## config.mk

```make
export PLATFORM = sky130hd
export DESIGN_NAME = face_point_to_volume_index
export DESIGN_NICKNAME = d
export VERILOG_FILES = /design/src/rtl/fpvi_pkg.sv /design/src/rtl/fpvi_div.sv /design/src/rtl/face_point_to_volume_index.sv
export SDC_FILE = /design/constraint.sdc
export NUM_CORES = 1
export LEC_CHECK = 0
export BUFFER_PORTS_ARGS = -buffer_cell sky130_fd_sc_hd__clkbuf_2
export CAP_MARGIN = 10
export CORE_AREA = 4 4 436 223
export CTS_CLUSTER_SIZE = 20
export DETAILED_ROUTE_END_ITERATION = 8
export DIE_AREA = 0 0 440 227
export PLACE_DENSITY = 0.54
export SYNTH_ARGS = -nofsm -noshare
export SYNTH_HDL_FRONTEND = slang
export SYNTH_HIERARCHICAL = 1
export SYNTH_SLANG_ARGS = --single-unit
export TNS_END_PERCENT = 100
```

## constraint.sdc

```tcl
create_clock -name clk -period 8 [get_ports clk]
set_input_delay 0.8 -clock clk [delete_from_list [all_inputs] [get_ports clk]]
set_output_delay 0.8 -clock clk [all_outputs]
set_load 0.01 [all_outputs]
```

## src/rtl/fpvi_pkg.sv

```systemverilog
package fpvi_pkg;

	localparam int MAX_SUBCELLS_DEF = 16;
	localparam int MAX_DEGREE_DEF   = 4;
	// quotient bits resolved in each divider stage
	localparam int DIV_STEPS_DEF    = 4;

	localparam int FACE_W     = 3;
	localparam int POINT_W    = 13;
	localparam int VOLUME_W   = 19;
	localparam int CELL_OUT_W = 4;
	localparam int NODE_OUT_W = 3;
	localparam int DEG_REG_W  = 3;
	localparam int SUB_REG_W  = 5;
	localparam int CFG_IDX_W  = 3;
	localparam int CFG_DATA_W = 5;

	typedef enum logic [1:0] {
		AX_X = 2'd0,
		AX_Y = 2'd1,
		AX_Z = 2'd2
	} axis_t;

	typedef enum logic [CFG_IDX_W-1:0] {
		REG_DEGREE_X   = 3'd0,
		REG_DEGREE_Y   = 3'd1,
		REG_DEGREE_Z   = 3'd2,
		REG_SUBCELLS_X = 3'd3,
		REG_SUBCELLS_Y = 3'd4,
		REG_SUBCELLS_Z = 3'd5
	} reg_idx_t;

	typedef enum logic {
		SIDE_LOW  = 1'b0,
		SIDE_HIGH = 1'b1
	} side_t;

	// first in-face axis, second in-face axis, normal axis, side
	typedef struct packed {
		axis_t a0;
		axis_t a1;
		axis_t a2;
		side_t side;
	} face_t;

	function automatic face_t face_lookup(input logic [FACE_W-1:0] f);
		face_t r;
		case (f)
			3'd0: r = '{AX_X, AX_Z, AX_Y, SIDE_LOW};
			3'd1: r = '{AX_Y, AX_Z, AX_X, SIDE_HIGH};
			3'd2: r = '{AX_Z, AX_X, AX_Y, SIDE_HIGH};
			3'd3: r = '{AX_Z, AX_Y, AX_X, SIDE_LOW};
			3'd4: r = '{AX_X, AX_Y, AX_Z, SIDE_HIGH};
			3'd5: r = '{AX_Y, AX_X, AX_Z, SIDE_LOW};
			default: r = '{AX_X, AX_Z, AX_Y, SIDE_LOW};
		endcase
		return r;
	endfunction

endpackage

```

## src/rtl/fpvi_div.sv

```systemverilog
module fpvi_div #(
	parameter int DW    = 13,
	parameter int VW    = 3,
	parameter int STEPS = 4,
	parameter int PW    = 8
) (
	input  logic          clk,
	input  logic          arst_n,
	input  logic          in_valid,
	output logic          in_ready,
	input  logic [DW-1:0] in_dividend,
	input  logic [VW-1:0] in_divisor,
	input  logic [PW-1:0] in_payload,
	output logic          out_valid,
	input  logic          out_ready,
	output logic [DW-1:0] out_quotient,
	output logic [VW-1:0] out_remainder,
	output logic [PW-1:0] out_payload
);

	localparam int NS = (DW + STEPS - 1) / STEPS;

	// index 0 is the input side, 1..NS are registered stages
	logic          vld [NS+1];
	logic          rdy [NS+2];
	logic [DW-1:0] num [NS+1];
	logic [VW-1:0] rem [NS+1];
	logic [VW-1:0] dvs [NS+1];
	logic [PW-1:0] pay [NS+1];

	assign vld[0] = in_valid;
	assign num[0] = in_dividend;
	assign rem[0] = '0;
	assign dvs[0] = in_divisor;
	assign pay[0] = in_payload;

	assign rdy[NS+1] = out_ready;
	assign in_ready  = rdy[1];

	for (genvar k = 1; k <= NS; k++) begin : g_stage
		logic [DW-1:0] num_nx;
		logic [VW-1:0] rem_nx;

		assign rdy[k] = !vld[k] || rdy[k+1];

		// restoring division, quotient bits shift in at the bottom of num
		always_comb begin
			logic [VW:0] trial;
			num_nx = num[k-1];
			rem_nx = rem[k-1];
			for (int j = 0; j < STEPS; j++) begin
				if ((k - 1) * STEPS + j < DW) begin
					trial = {rem_nx, num_nx[DW-1]};
					if (trial >= {1'b0, dvs[k-1]}) begin
						trial  = trial - {1'b0, dvs[k-1]};
						num_nx = {num_nx[DW-2:0], 1'b1};
					end else begin
						num_nx = {num_nx[DW-2:0], 1'b0};
					end
					rem_nx = trial[VW-1:0];
				end
			end
		end

		always_ff @(posedge clk or negedge arst_n) begin
			if (!arst_n) begin
				vld[k] <= 1'b0;
			end else if (rdy[k]) begin
				vld[k] <= vld[k-1];
			end
		end

		always_ff @(posedge clk) begin
			if (rdy[k] && vld[k-1]) begin
				num[k] <= num_nx;
				rem[k] <= rem_nx;
				dvs[k] <= dvs[k-1];
				pay[k] <= pay[k-1];
			end
		end
	end

	assign out_valid     = vld[NS];
	assign out_quotient  = num[NS];
	assign out_remainder = rem[NS];
	assign out_payload   = pay[NS];

endmodule

```

## src/rtl/face_point_to_volume_index.sv

```systemverilog
// Maps a point on one of the six faces of a hexahedral macrocell to the same point in
// the volume. Each input word carries the face number and the point's linear index on
// that face; each output word carries the volume index and the per-axis subcell and
// node indices, with out_of_range on tuser (face 6 or 7, or a point past the face, in
// which case all tdata fields are zero). One word is accepted per clock unless the output
// is held off, and every word yields exactly one result. Three chained 4-stage restoring
// dividers (13 quotient bits, 4 per stage) take the mixed-radix split; of six more stages,
// the first unpermutes the axes and each later one does one volume-index multiply-add.
// The config channel is always ready; registers are meant to change only while the block is empty.
module face_point_to_volume_index
	import fpvi_pkg::*;
#(
	parameter int MAX_SUBCELLS = MAX_SUBCELLS_DEF,
	parameter int MAX_DEGREE   = MAX_DEGREE_DEF
) (
	input  logic                  clk,
	input  logic                  arst_n,
	input  logic                  cfg_valid,
	output logic                  cfg_ready,
	input  logic [CFG_IDX_W-1:0]  cfg_index,
	input  logic [CFG_DATA_W-1:0] cfg_data,
	input  logic                  s_axis_tvalid,
	output logic                  s_axis_tready,
	input  logic [15:0]           s_axis_tdata,  // face, face_point
	output logic                  m_axis_tvalid,
	input  logic                  m_axis_tready,
	output logic [39:0]           m_axis_tdata,  // volume_index, cell_x, cell_y, cell_z,
	                                             // node_x, node_y, node_z
	output logic                  m_axis_tuser   // out_of_range
);

	localparam int DGW  = (MAX_DEGREE > 1) ? $clog2(MAX_DEGREE + 1) : 1;
	localparam int DVW  = $clog2(MAX_DEGREE + 2);
	localparam int SW   = $clog2(MAX_SUBCELLS + 1);
	localparam int CW   = (MAX_SUBCELLS > 1) ? $clog2(MAX_SUBCELLS) : 1;
	localparam int VOLW = $clog2((MAX_DEGREE + 1) ** 3 * MAX_SUBCELLS ** 3 + 1);

	typedef struct packed {
		logic  bad;
		face_t f;
	} hdr_t;

	typedef struct packed {
		hdr_t           h;
		logic [DGW-1:0] pn0;
	} pay1_t;

	typedef struct packed {
		hdr_t           h;
		logic [DGW-1:0] pn0;
		logic [DGW-1:0] pn1;
	} pay2_t;

	typedef struct packed {
		logic                 oor;
		logic [2:0][DGW-1:0]  node;
		logic [2:0][CW-1:0]   subcell;
		logic [VOLW-1:0]      acc;
	} post_t;

	// configuration

	logic [DEG_REG_W-1:0] deg_q [3];
	logic [SUB_REG_W-1:0] sub_q [3];
	logic [DGW-1:0]       deg_e [3];
	logic [SW-1:0]        sub_e [3];

	assign cfg_ready = 1'b1;

	always_ff @(posedge clk or negedge arst_n) begin
		if (!arst_n) begin
			for (int a = 0; a < 3; a++) begin
				deg_q[a] <= DEG_REG_W'(1);
				sub_q[a] <= SUB_REG_W'(1);
			end
		end else if (cfg_valid) begin
			case (cfg_index)
				REG_DEGREE_X:   deg_q[AX_X] <= cfg_data[DEG_REG_W-1:0];
				REG_DEGREE_Y:   deg_q[AX_Y] <= cfg_data[DEG_REG_W-1:0];
				REG_DEGREE_Z:   deg_q[AX_Z] <= cfg_data[DEG_REG_W-1:0];
				REG_SUBCELLS_X: sub_q[AX_X] <= cfg_data[SUB_REG_W-1:0];
				REG_SUBCELLS_Y: sub_q[AX_Y] <= cfg_data[SUB_REG_W-1:0];
				REG_SUBCELLS_Z: sub_q[AX_Z] <= cfg_data[SUB_REG_W-1:0];
				default: ;
			endcase
		end
	end

	// saturated degrees and subcell counts
	always_comb begin
		for (int a = 0; a < 3; a++) begin
			deg_e[a] = (32'(deg_q[a]) > MAX_DEGREE) ? DGW'(MAX_DEGREE) : DGW'(deg_q[a]);
			if (sub_q[a] == '0)
				sub_e[a] = SW'(1);
			else if (32'(sub_q[a]) > MAX_SUBCELLS)
				sub_e[a] = SW'(MAX_SUBCELLS);
			else
				sub_e[a] = SW'(sub_q[a]);
		end
	end

	// divider chain

	hdr_t                in_hdr;
	logic [POINT_W-1:0]  in_point;

	always_comb begin
		in_hdr.bad = (s_axis_tdata[FACE_W-1:0] > FACE_W'(5));
		in_hdr.f   = face_lookup(s_axis_tdata[FACE_W-1:0]);
		in_point   = s_axis_tdata[FACE_W +: POINT_W];
	end

	logic               d0_valid, d0_ready;
	logic [POINT_W-1:0] d0_quo;
	logic [DVW-1:0]     d0_rem;
	hdr_t               d0_pay;

	fpvi_div #(
		.DW    (POINT_W),
		.VW    (DVW),
		.STEPS (DIV_STEPS_DEF),
		.PW    ($bits(hdr_t))
	) u_div0 (
		.clk           (clk),
		.arst_n        (arst_n),
		.in_valid      (s_axis_tvalid),
		.in_ready      (s_axis_tready),
		.in_dividend   (in_point),
		.in_divisor    (DVW'(deg_e[in_hdr.f.a0]) + DVW'(1)),
		.in_payload    (in_hdr),
		.out_valid     (d0_valid),
		.out_ready     (d0_ready),
		.out_quotient  (d0_quo),
		.out_remainder (d0_rem),
		.out_payload   (d0_pay)
	);

	pay1_t              d1_in;
	logic               d1_valid, d1_ready;
	logic [POINT_W-1:0] d1_quo;
	logic [DVW-1:0]     d1_rem;
	pay1_t              d1_pay;

	assign d1_in = '{h: d0_pay, pn0: DGW'(d0_rem)};

	fpvi_div #(
		.DW    (POINT_W),
		.VW    (DVW),
		.STEPS (DIV_STEPS_DEF),
		.PW    ($bits(pay1_t))
	) u_div1 (
		.clk           (clk),
		.arst_n        (arst_n),
		.in_valid      (d0_valid),
		.in_ready      (d0_ready),
		.in_dividend   (d0_quo),
		.in_divisor    (DVW'(deg_e[d0_pay.f.a1]) + DVW'(1)),
		.in_payload    (d1_in),
		.out_valid     (d1_valid),
		.out_ready     (d1_ready),
		.out_quotient  (d1_quo),
		.out_remainder (d1_rem),
		.out_payload   (d1_pay)
	);

	pay2_t              d2_in;
	logic               d2_valid;
	logic [POINT_W-1:0] d2_quo;
	logic [SW-1:0]      d2_rem;
	pay2_t              d2_pay;

	assign d2_in = '{h: d1_pay.h, pn0: d1_pay.pn0, pn1: DGW'(d1_rem)};

	logic rdy_s1, rdy_s2, rdy_s3, rdy_s4, rdy_s5, rdy_s6;

	fpvi_div #(
		.DW    (POINT_W),
		.VW    (SW),
		.STEPS (DIV_STEPS_DEF),
		.PW    ($bits(pay2_t))
	) u_div2 (
		.clk           (clk),
		.arst_n        (arst_n),
		.in_valid      (d1_valid),
		.in_ready      (d1_ready),
		.in_dividend   (d1_quo),
		.in_divisor    (sub_e[d1_pay.h.f.a0]),
		.in_payload    (d2_in),
		.out_valid     (d2_valid),
		.out_ready     (rdy_s1),
		.out_quotient  (d2_quo),
		.out_remainder (d2_rem),
		.out_payload   (d2_pay)
	);

	// unpermute and volume index

	logic  vld_s1, vld_s2, vld_s3, vld_s4, vld_s5, vld_s6;
	post_t st_s1, st_s2, st_s3, st_s4, st_s5, st_s6;
	post_t nx_s1, nx_s2, nx_s3, nx_s4, nx_s5, nx_s6;

	assign rdy_s6 = !vld_s6 || m_axis_tready;
	assign rdy_s5 = !vld_s5 || rdy_s6;
	assign rdy_s4 = !vld_s4 || rdy_s5;
	assign rdy_s3 = !vld_s3 || rdy_s4;
	assign rdy_s2 = !vld_s2 || rdy_s3;
	assign rdy_s1 = !vld_s1 || rdy_s2;

	always_comb begin
		face_t f;
		f = d2_pay.h.f;
		nx_s1     = '0;
		nx_s1.oor = d2_pay.h.bad || (32'(d2_quo) >= 32'(sub_e[f.a1]));
		if (!nx_s1.oor) begin
			for (int a = 0; a < 3; a++) begin
				if (2'(a) == f.a0) begin
					nx_s1.node[a]    = d2_pay.pn0;
					nx_s1.subcell[a] = CW'(d2_rem);
				end else if (2'(a) == f.a1) begin
					nx_s1.node[a]    = d2_pay.pn1;
					nx_s1.subcell[a] = CW'(d2_quo);
				end else if (f.side == SIDE_HIGH) begin
					nx_s1.node[a]    = deg_e[a];
					nx_s1.subcell[a] = CW'(sub_e[a] - SW'(1));
				end
			end
		end
	end

	// an out of range word has all indices zero, so its volume index comes out zero
	always_comb begin
		nx_s2     = st_s1;
		nx_s2.acc = VOLW'(st_s1.subcell[AX_Y]) +
			VOLW'(sub_e[AX_Y]) * VOLW'(st_s1.subcell[AX_Z]);
		nx_s3     = st_s2;
		nx_s3.acc = VOLW'(st_s2.subcell[AX_X]) + VOLW'(sub_e[AX_X]) * st_s2.acc;
		nx_s4     = st_s3;
		nx_s4.acc = VOLW'(st_s3.node[AX_Z]) + (VOLW'(deg_e[AX_Z]) + VOLW'(1)) * st_s3.acc;
		nx_s5     = st_s4;
		nx_s5.acc = VOLW'(st_s4.node[AX_Y]) + (VOLW'(deg_e[AX_Y]) + VOLW'(1)) * st_s4.acc;
		nx_s6     = st_s5;
		nx_s6.acc = VOLW'(st_s5.node[AX_X]) + (VOLW'(deg_e[AX_X]) + VOLW'(1)) * st_s5.acc;
	end

	always_ff @(posedge clk or negedge arst_n) begin
		if (!arst_n) begin
			vld_s1 <= 1'b0;
			vld_s2 <= 1'b0;
			vld_s3 <= 1'b0;
			vld_s4 <= 1'b0;
			vld_s5 <= 1'b0;
			vld_s6 <= 1'b0;
		end else begin
			if (rdy_s1) vld_s1 <= d2_valid;
			if (rdy_s2) vld_s2 <= vld_s1;
			if (rdy_s3) vld_s3 <= vld_s2;
			if (rdy_s4) vld_s4 <= vld_s3;
			if (rdy_s5) vld_s5 <= vld_s4;
			if (rdy_s6) vld_s6 <= vld_s5;
		end
	end

	always_ff @(posedge clk) begin
		if (rdy_s1 && d2_valid) st_s1 <= nx_s1;
		if (rdy_s2 && vld_s1)   st_s2 <= nx_s2;
		if (rdy_s3 && vld_s2)   st_s3 <= nx_s3;
		if (rdy_s4 && vld_s3)   st_s4 <= nx_s4;
		if (rdy_s5 && vld_s4)   st_s5 <= nx_s5;
		if (rdy_s6 && vld_s5)   st_s6 <= nx_s6;
	end

	assign m_axis_tvalid = vld_s6;
	assign m_axis_tuser  = st_s6.oor;
	assign m_axis_tdata  = {
		NODE_OUT_W'(st_s6.node[AX_Z]),
		NODE_OUT_W'(st_s6.node[AX_Y]),
		NODE_OUT_W'(st_s6.node[AX_X]),
		CELL_OUT_W'(st_s6.subcell[AX_Z]),
		CELL_OUT_W'(st_s6.subcell[AX_Y]),
		CELL_OUT_W'(st_s6.subcell[AX_X]),
		VOLUME_W'(st_s6.acc)
	};

`ifndef NO_ASSERTIONS
	// a flagged word carries nothing else
	assert property (@(posedge clk) disable iff (!arst_n)
		m_axis_tvalid && m_axis_tuser |-> m_axis_tdata == '0)
		else $error("out of range word with nonzero data");

	// unpermuted subcells stay inside the configured grid
	assert property (@(posedge clk) disable iff (!arst_n)
		vld_s1 && !st_s1.oor |->
			32'(st_s1.subcell[AX_X]) < 32'(sub_e[AX_X]) &&
			32'(st_s1.subcell[AX_Y]) < 32'(sub_e[AX_Y]) &&
			32'(st_s1.subcell[AX_Z]) < 32'(sub_e[AX_Z]))
		else $error("subcell index past configured count");

	// node indices never exceed the saturated degree
	assert property (@(posedge clk) disable iff (!arst_n)
		vld_s1 && !st_s1.oor |->
			st_s1.node[AX_X] <= deg_e[AX_X] &&
			st_s1.node[AX_Y] <= deg_e[AX_Y] &&
			st_s1.node[AX_Z] <= deg_e[AX_Z])
		else $error("node index past degree");

	// input only backs up when the output is held off
	assert property (@(posedge clk) disable iff (!arst_n)
		!s_axis_tready |-> m_axis_tvalid && !m_axis_tready)
		else $error("input stalled without output backpressure");
`endif

endmodule
```

# Word level (Yosys, flattened, before mapping)
# Index checks and enable logic that the tools add are counted.
[classes]
bitwise_logic = 4
n_eq_ne = 14
muxes = 118
n_mul = 5
add_sub_neg = 52
reduce_logical = 67
n_lt_le_gt_ge = 51
[op_table]
columns = ["operator", "count"]
rows = [
  ["$mux W3", 42],
  ["$mux W5", 22],
  ["$ge A4 B3 Y1", 24],
  ["$ge A6 B5 Y1", 12],
  ["$sub A3 B3 Y3", 24],
  ["$add A3 B19 Y19", 3],
  ["$mul A4 B19 Y19", 3],
  ["$sub A5 B5 Y5", 11],
  ["$mux W4", 10],
  ["$mux W1", 39],
  ["$pmux W7 S5", 1],
  ["$bmux W5 S2", 2],
  ["$add A4 B19 Y19", 1],
  ["$logic_or A1 B1 Y1", 19],
  ["$mul A5 B19 Y19", 1],
  ["$logic_and A1 B1 Y1", 18],
  ["$logic_not A1 Y1", 18],
  ["$gt A5 B5 Y1 const B", 3],
  ["$logic_not A5 Y1", 3],
  ["$ge A13 B5 Y1", 1],
  ["$add A3 B1 Y4 const B", 3],
  ["$bmux W3 S2", 2],
  ["$eq A3 B2 Y1 const B", 4],
  ["$eq A3 B3 Y1 const B", 4],
  ["18 further kinds", 41],
]
[word_totals]
wordCells = 427
reg_bits = 633
output_inout_bits = 44

# Logic depth before layout (Yosys ltp)
[depth]
word_depth = 20
mapped_depth = 36
mapped_depth_nobuf = 35

# By module
# The synthesis kept the hierarchy.
[modules_own_cells]
columns = ["mod", "instances", "cells_each", "area_each_um2", "seq_area_each_um2"]
rows = [
  ["face_point_to_volume_index", 1, 1560, 17900.9, 7214.4],
  ["fpvi_div (u_div2)", 1, 610, 8013.9, 4394.2],
  ["fpvi_div (u_div1)", 1, 397, 5756.8, 3613.5],
  ["fpvi_div (u_div0)", 1, 382, 5373.9, 3253.1],
]

# Least setup slack after synthesis
# OpenSTA, ideal clock, no wires.
[synth_path]
kind = "input to register"
startpoint = "in s_axis_tdata[1]"
endpoint = "reg u_div0/rem[11] (netlist name), data pin"
required_time_ns = 7.738
setup_ns = 0.262
path_stages = 29
arrival_ns = 6.557
path_buffers = 0
setup_slack_ns = 1.181
path_cell_list = "inv_1 -> ha_1 -> a21oi_1 -> mux2i_1 -> o21a_1 -> inv_1 -> ha_1 -> inv_1 -> o32ai_1 -> inv_1 -> ha_1 -> a21bo_1 -> a21o_1 -> a21oi_1 -> mux2_2 -> inv_1 -> ha_1 -> nand2_1 -> nand2_1 -> a21oi_1 -> and3_1 -> clkinv_1 -> mux2i_1 -> fa_1 -> a21o_1 -> a21o_1 -> a211oi_1 -> inv_1 -> mux2_1"
[synth_lines]
columns = ["element", "line", "rtl"]
rows = [
  ["start: declaration", "face_point_to_volume_index.sv:24", "input logic [15:0] s_axis_tdata,"],
  ["end signal: indexed assignment", "fpvi_div.sv:76", "rem[k] <= rem_nx;"],
  ["end: declaration", "fpvi_div.sv:27", "logic [VW-1:0] rem [NS+1];"],
]

# Worst setup path in the final report
[layout_path]
startpoint = "reg sub_q[14] (netlist name)"
endpoint = "reg u_div2/rem[17] (netlist name), data pin"
[layout_between]
elab_chain_cells = 14
elab_cells_between_ends = 19
classes_between = "add/sub (4); order compare (5); mux (9); reduce/logical (1)"
[layout_lines]
columns = ["element", "line", "rtl"]
rows = [
  ["start: declaration", "face_point_to_volume_index.sv:64", "logic [SUB_REG_W-1:0] sub_q [3];"],
  ["start signal: indexed assignment", "face_point_to_volume_index.sv:81", "REG_SUBCELLS_X: sub_q[AX_X] <= cfg_data[SUB_REG_W-1:0];"],
  ["start signal: indexed assignment", "face_point_to_volume_index.sv:82", "REG_SUBCELLS_Y: sub_q[AX_Y] <= cfg_data[SUB_REG_W-1:0];"],
  ["start signal: indexed assignment", "face_point_to_volume_index.sv:83", "REG_SUBCELLS_Z: sub_q[AX_Z] <= cfg_data[SUB_REG_W-1:0];"],
  ["$gt A5 B5 Y1", "face_point_to_volume_index.sv:95", "else if (32'(sub_q[a]) > MAX_SUBCELLS)"],
  ["$mux W5", "face_point_to_volume_index.sv:95", ""],
  ["$mux W5 (*)", "face_point_to_volume_index.sv:93", "if (sub_q[a] == '0)"],
  ["$bmux W5 S2 (*)", "face_point_to_volume_index.sv:187", ".in_divisor (sub_e[d1_pay.h.f.a0]),"],
  ["$mux W5 (implied by the code) (*) (2 in a row)", "face_point_to_volume_index.sv:187", ""],
  ["$sub A1 B5 Y5 / $ge A1 B5 Y1 (equally long branches)", "fpvi_div.sv:55, fpvi_div.sv:54", ""],
  ["$mux W5", "fpvi_div.sv:54", "if (trial >= {1'b0, dvs[k-1]}) begin"],
  ["$sub A5 B5 Y5 / $ge A6 B5 Y1 (equally long branches)", "fpvi_div.sv:55, fpvi_div.sv:54", ""],
  ["$mux W5", "fpvi_div.sv:54", ""],
  ["$ge A6 B5 Y1 / $sub A5 B5 Y5 (equally long branches)", "fpvi_div.sv:54, fpvi_div.sv:55", ""],
  ["$mux W5", "fpvi_div.sv:54", ""],
  ["$sub A5 B5 Y5 / $ge A6 B5 Y1 (equally long branches)", "fpvi_div.sv:55, fpvi_div.sv:54", ""],
  ["$mux W5 (*)", "fpvi_div.sv:54", ""],
  ["end signal: indexed assignment", "fpvi_div.sv:76", ""],
  ["end: declaration", "fpvi_div.sv:27", ""],
]
# Every way passes the cells marked *; elsewhere a longest branch is shown, timed or not. The select of a mux whose other input is x is not followed.
# A chain may end at the register's enable or synchronous reset.

==> flow_summary.json <==
{
  "grt_pass1_wl_um": 112500,
  "first_iter_violations": 1159,
  "die_area_mm2": 0.09988,
  "fin_tns_setup_ns": 0,
  "numCtsBuffers": 57,
  "cts-hold-fix-buffers": 0,
  "max_slew_margin": 0.2071,
  "ctsHtreeMaxLevel": 2,
  "final_nets": 3518,
  "pin_count": 73,
  "reg2reg_slack_ns": 0.53,
  "vias_per_cell": 4.907,
  "port_buffers": 71,
  "fin_crit_sh": 0.9338,
  "setup_viol": 0,
  "yosys_warnings": 6,
  "start_util": 0.3907,
  "cts_tree": "built",
  "postSynthAreaPerCell_um2": 12.43,
  "cp_max_fo": 11,
  "r2r-end": "u_div2/rem[17]",
  "ctsResizeCount": 0,
  "routedWlPerCell_um": 15.67,
  "die_x_um": 440,
  "area_growth_syn_to_layout_pct": 9.828,
  "path_class": "reg2reg",
  "postRouteAntennaNets": 0,
  "fill_cells": 8663,
  "critPathCaptureType": "flop",
  "antenna_found_initial": 2,
  "finalClockSkew_ns": 0.03531,
  "holdWs_ns": 0.04334,
  "std_cell_rows": 79,
  "cpMaxStageDelayCell": "fa_1",
  "worstRegToRegCells": 28,
  "first_pass_iters": 8,
  "final_cell_area_mm2": 0.03978,
  "report.final.slew_viol_count": 0,
  "cts.sinks": 597,
  "worstSetupStartpoint": "sub_q[14]",
  "die_y_um": 227,
  "place.gp.congestion": 0.8206,
  "grtUsageTotal": 0.1383,
  "grt_overflow": 0,
  "hpwlAfterDp_um": 51450,
  "routed_wl_um": 67390,
  "worstSetupStartpointType": "flop",
  "vias": 21111,
  "worstMarginPinSlew_ns": 1.184,
  "grt_max_degree": 43,
  "worstPathRequired_ns": 8.37,
  "hp-class": "in2async",
  "insertion_delay_ns": 0.65,
  "crit_path_end": "u_div2/rem[17]",
  "maxCapViolCount": 0,
  "clk_pin_slew_worst_paths_ns": 0.07,
  "core_mm2": 0.09272,
  "syn_area_mm2": 0.03622,
  "final_layout_size_suffix_gt1_frac": 0.1001,
  "cts.path.max_buffers": 3,
  "postPlaceCellArea_mm2": 0.03786,
  "first_global_vias": 22086,
  "cp.arrival_ns": 7.84,
  "max_freq_ghz": 0.1339,
  "synthCells": 2913,
  "finalHoldViolCount": 0,
  "outcome": "completed",
  "ctsRootBufferMaster": "clkbuf_16",
  "cts_setup_buffers": 0,
  "post-route-drc-count": 0,
  "worst_path_largest_cell_delay_ns": 0.47,
  "worstReg2RegStart": "sub_q[14]",
  "period_minus_slack_ns": 7.470
}
## cell usage in the layout, fill, tap and decap left out, types with 41 or more instances in the layout
cell,instances
nor2_1,114
a21o_1,41
nand2b_1,48
and2_1,202
clkbuf_16,57
clkbuf_2,71
nand2_1,141
xnor2_1,85
a21oi_1,124
fa_1,166
nor2b_1,54
inv_1,272
conb_1,46
mux2i_1,43
edfxtp_1,555
ha_1,319
mux2_2,41
o21ai_0,88
## per-layer routing
metal  track usage  vias up  wire length [µm]
li1              -    10495                 -
met1        0.1751    10231             30260
met2        0.2433      268             32590
met3       0.02622      117              2797
met4       0.04000        0              1751
met5             0        -                 0
## registers in the layout (all words and copies together) (netlist names), 27 cells and up
register      count
u_div2/num       39
m_axis_tdata     40
u_div1/num       39
u_div0/num       39
u_div2/pay       36
u_div1/pay       27
## worst min path at each step
stage / slack [ns] / endpoint / cells after the start / from
finish: 0.04 / u_div0/vld[2] / 1 / arst_n
global route: 0.02 / u_div0/vld[1] / 1 / arst_n
CTS: 0.29 / u_div0/num[50] / 1 / s_axis_tdata[10]
detailed placement: 0.40 / m_axis_tdata[21] / 0 / nx_s6[21]
global placement: 0.40 / u_div1/pay[17] / 0 / u_div1/pay[28]
floorplan: 0.40 / m_axis_tdata[19] / 0 / nx_s6[19]
## layout make-up
| type | instances | area [µm²] | area share |
|---|---|---|---|
| tap | 1255 | 1570 | 0.03947 |
| clock buffer | 65 | 1456 | 0.03661 |
| timing repair buffer | 104 | 635.6 | 0.01598 |
| inverter | 280 | 1055 | 0.02651 |
| sequential | 597 | 17720 | 0.4456 |
| clock inverter | 36 | 386.6 | 0.009719 |
| multi-input combinational | 1964 | 16950 | 0.4261 |
| antenna | 1 | 2.502 | 0.00006290 |
## stage by stage
stage,instances,utilization,setup slack (ns)
detailed placement,4198,0.4083,0.1622
global placement,4198,0.4083,0.3315
global route,4302,0.4291,-0.004382
CTS,4299,0.4282,0.1533
floorplan,2957,-,1.190
finish,4302,0.4291,0.5296
## worst max-delay path, delay by kind of cell (launching register included)
family                   cells  cell delay (ns)
adder cells (fa/ha/maj)      4             1.44
AO/OA/AOI/OAI               10             2.21
AND/OR/NAND/NOR              6             1.08
flip-flops                   1             0.45
buffers and inverters        4             0.74
multiplexers                 4             1.27
Power is left out: the tool's default activity adds up to more than one toggle a clock period on the data nets, which glitch-free logic cannot reach.
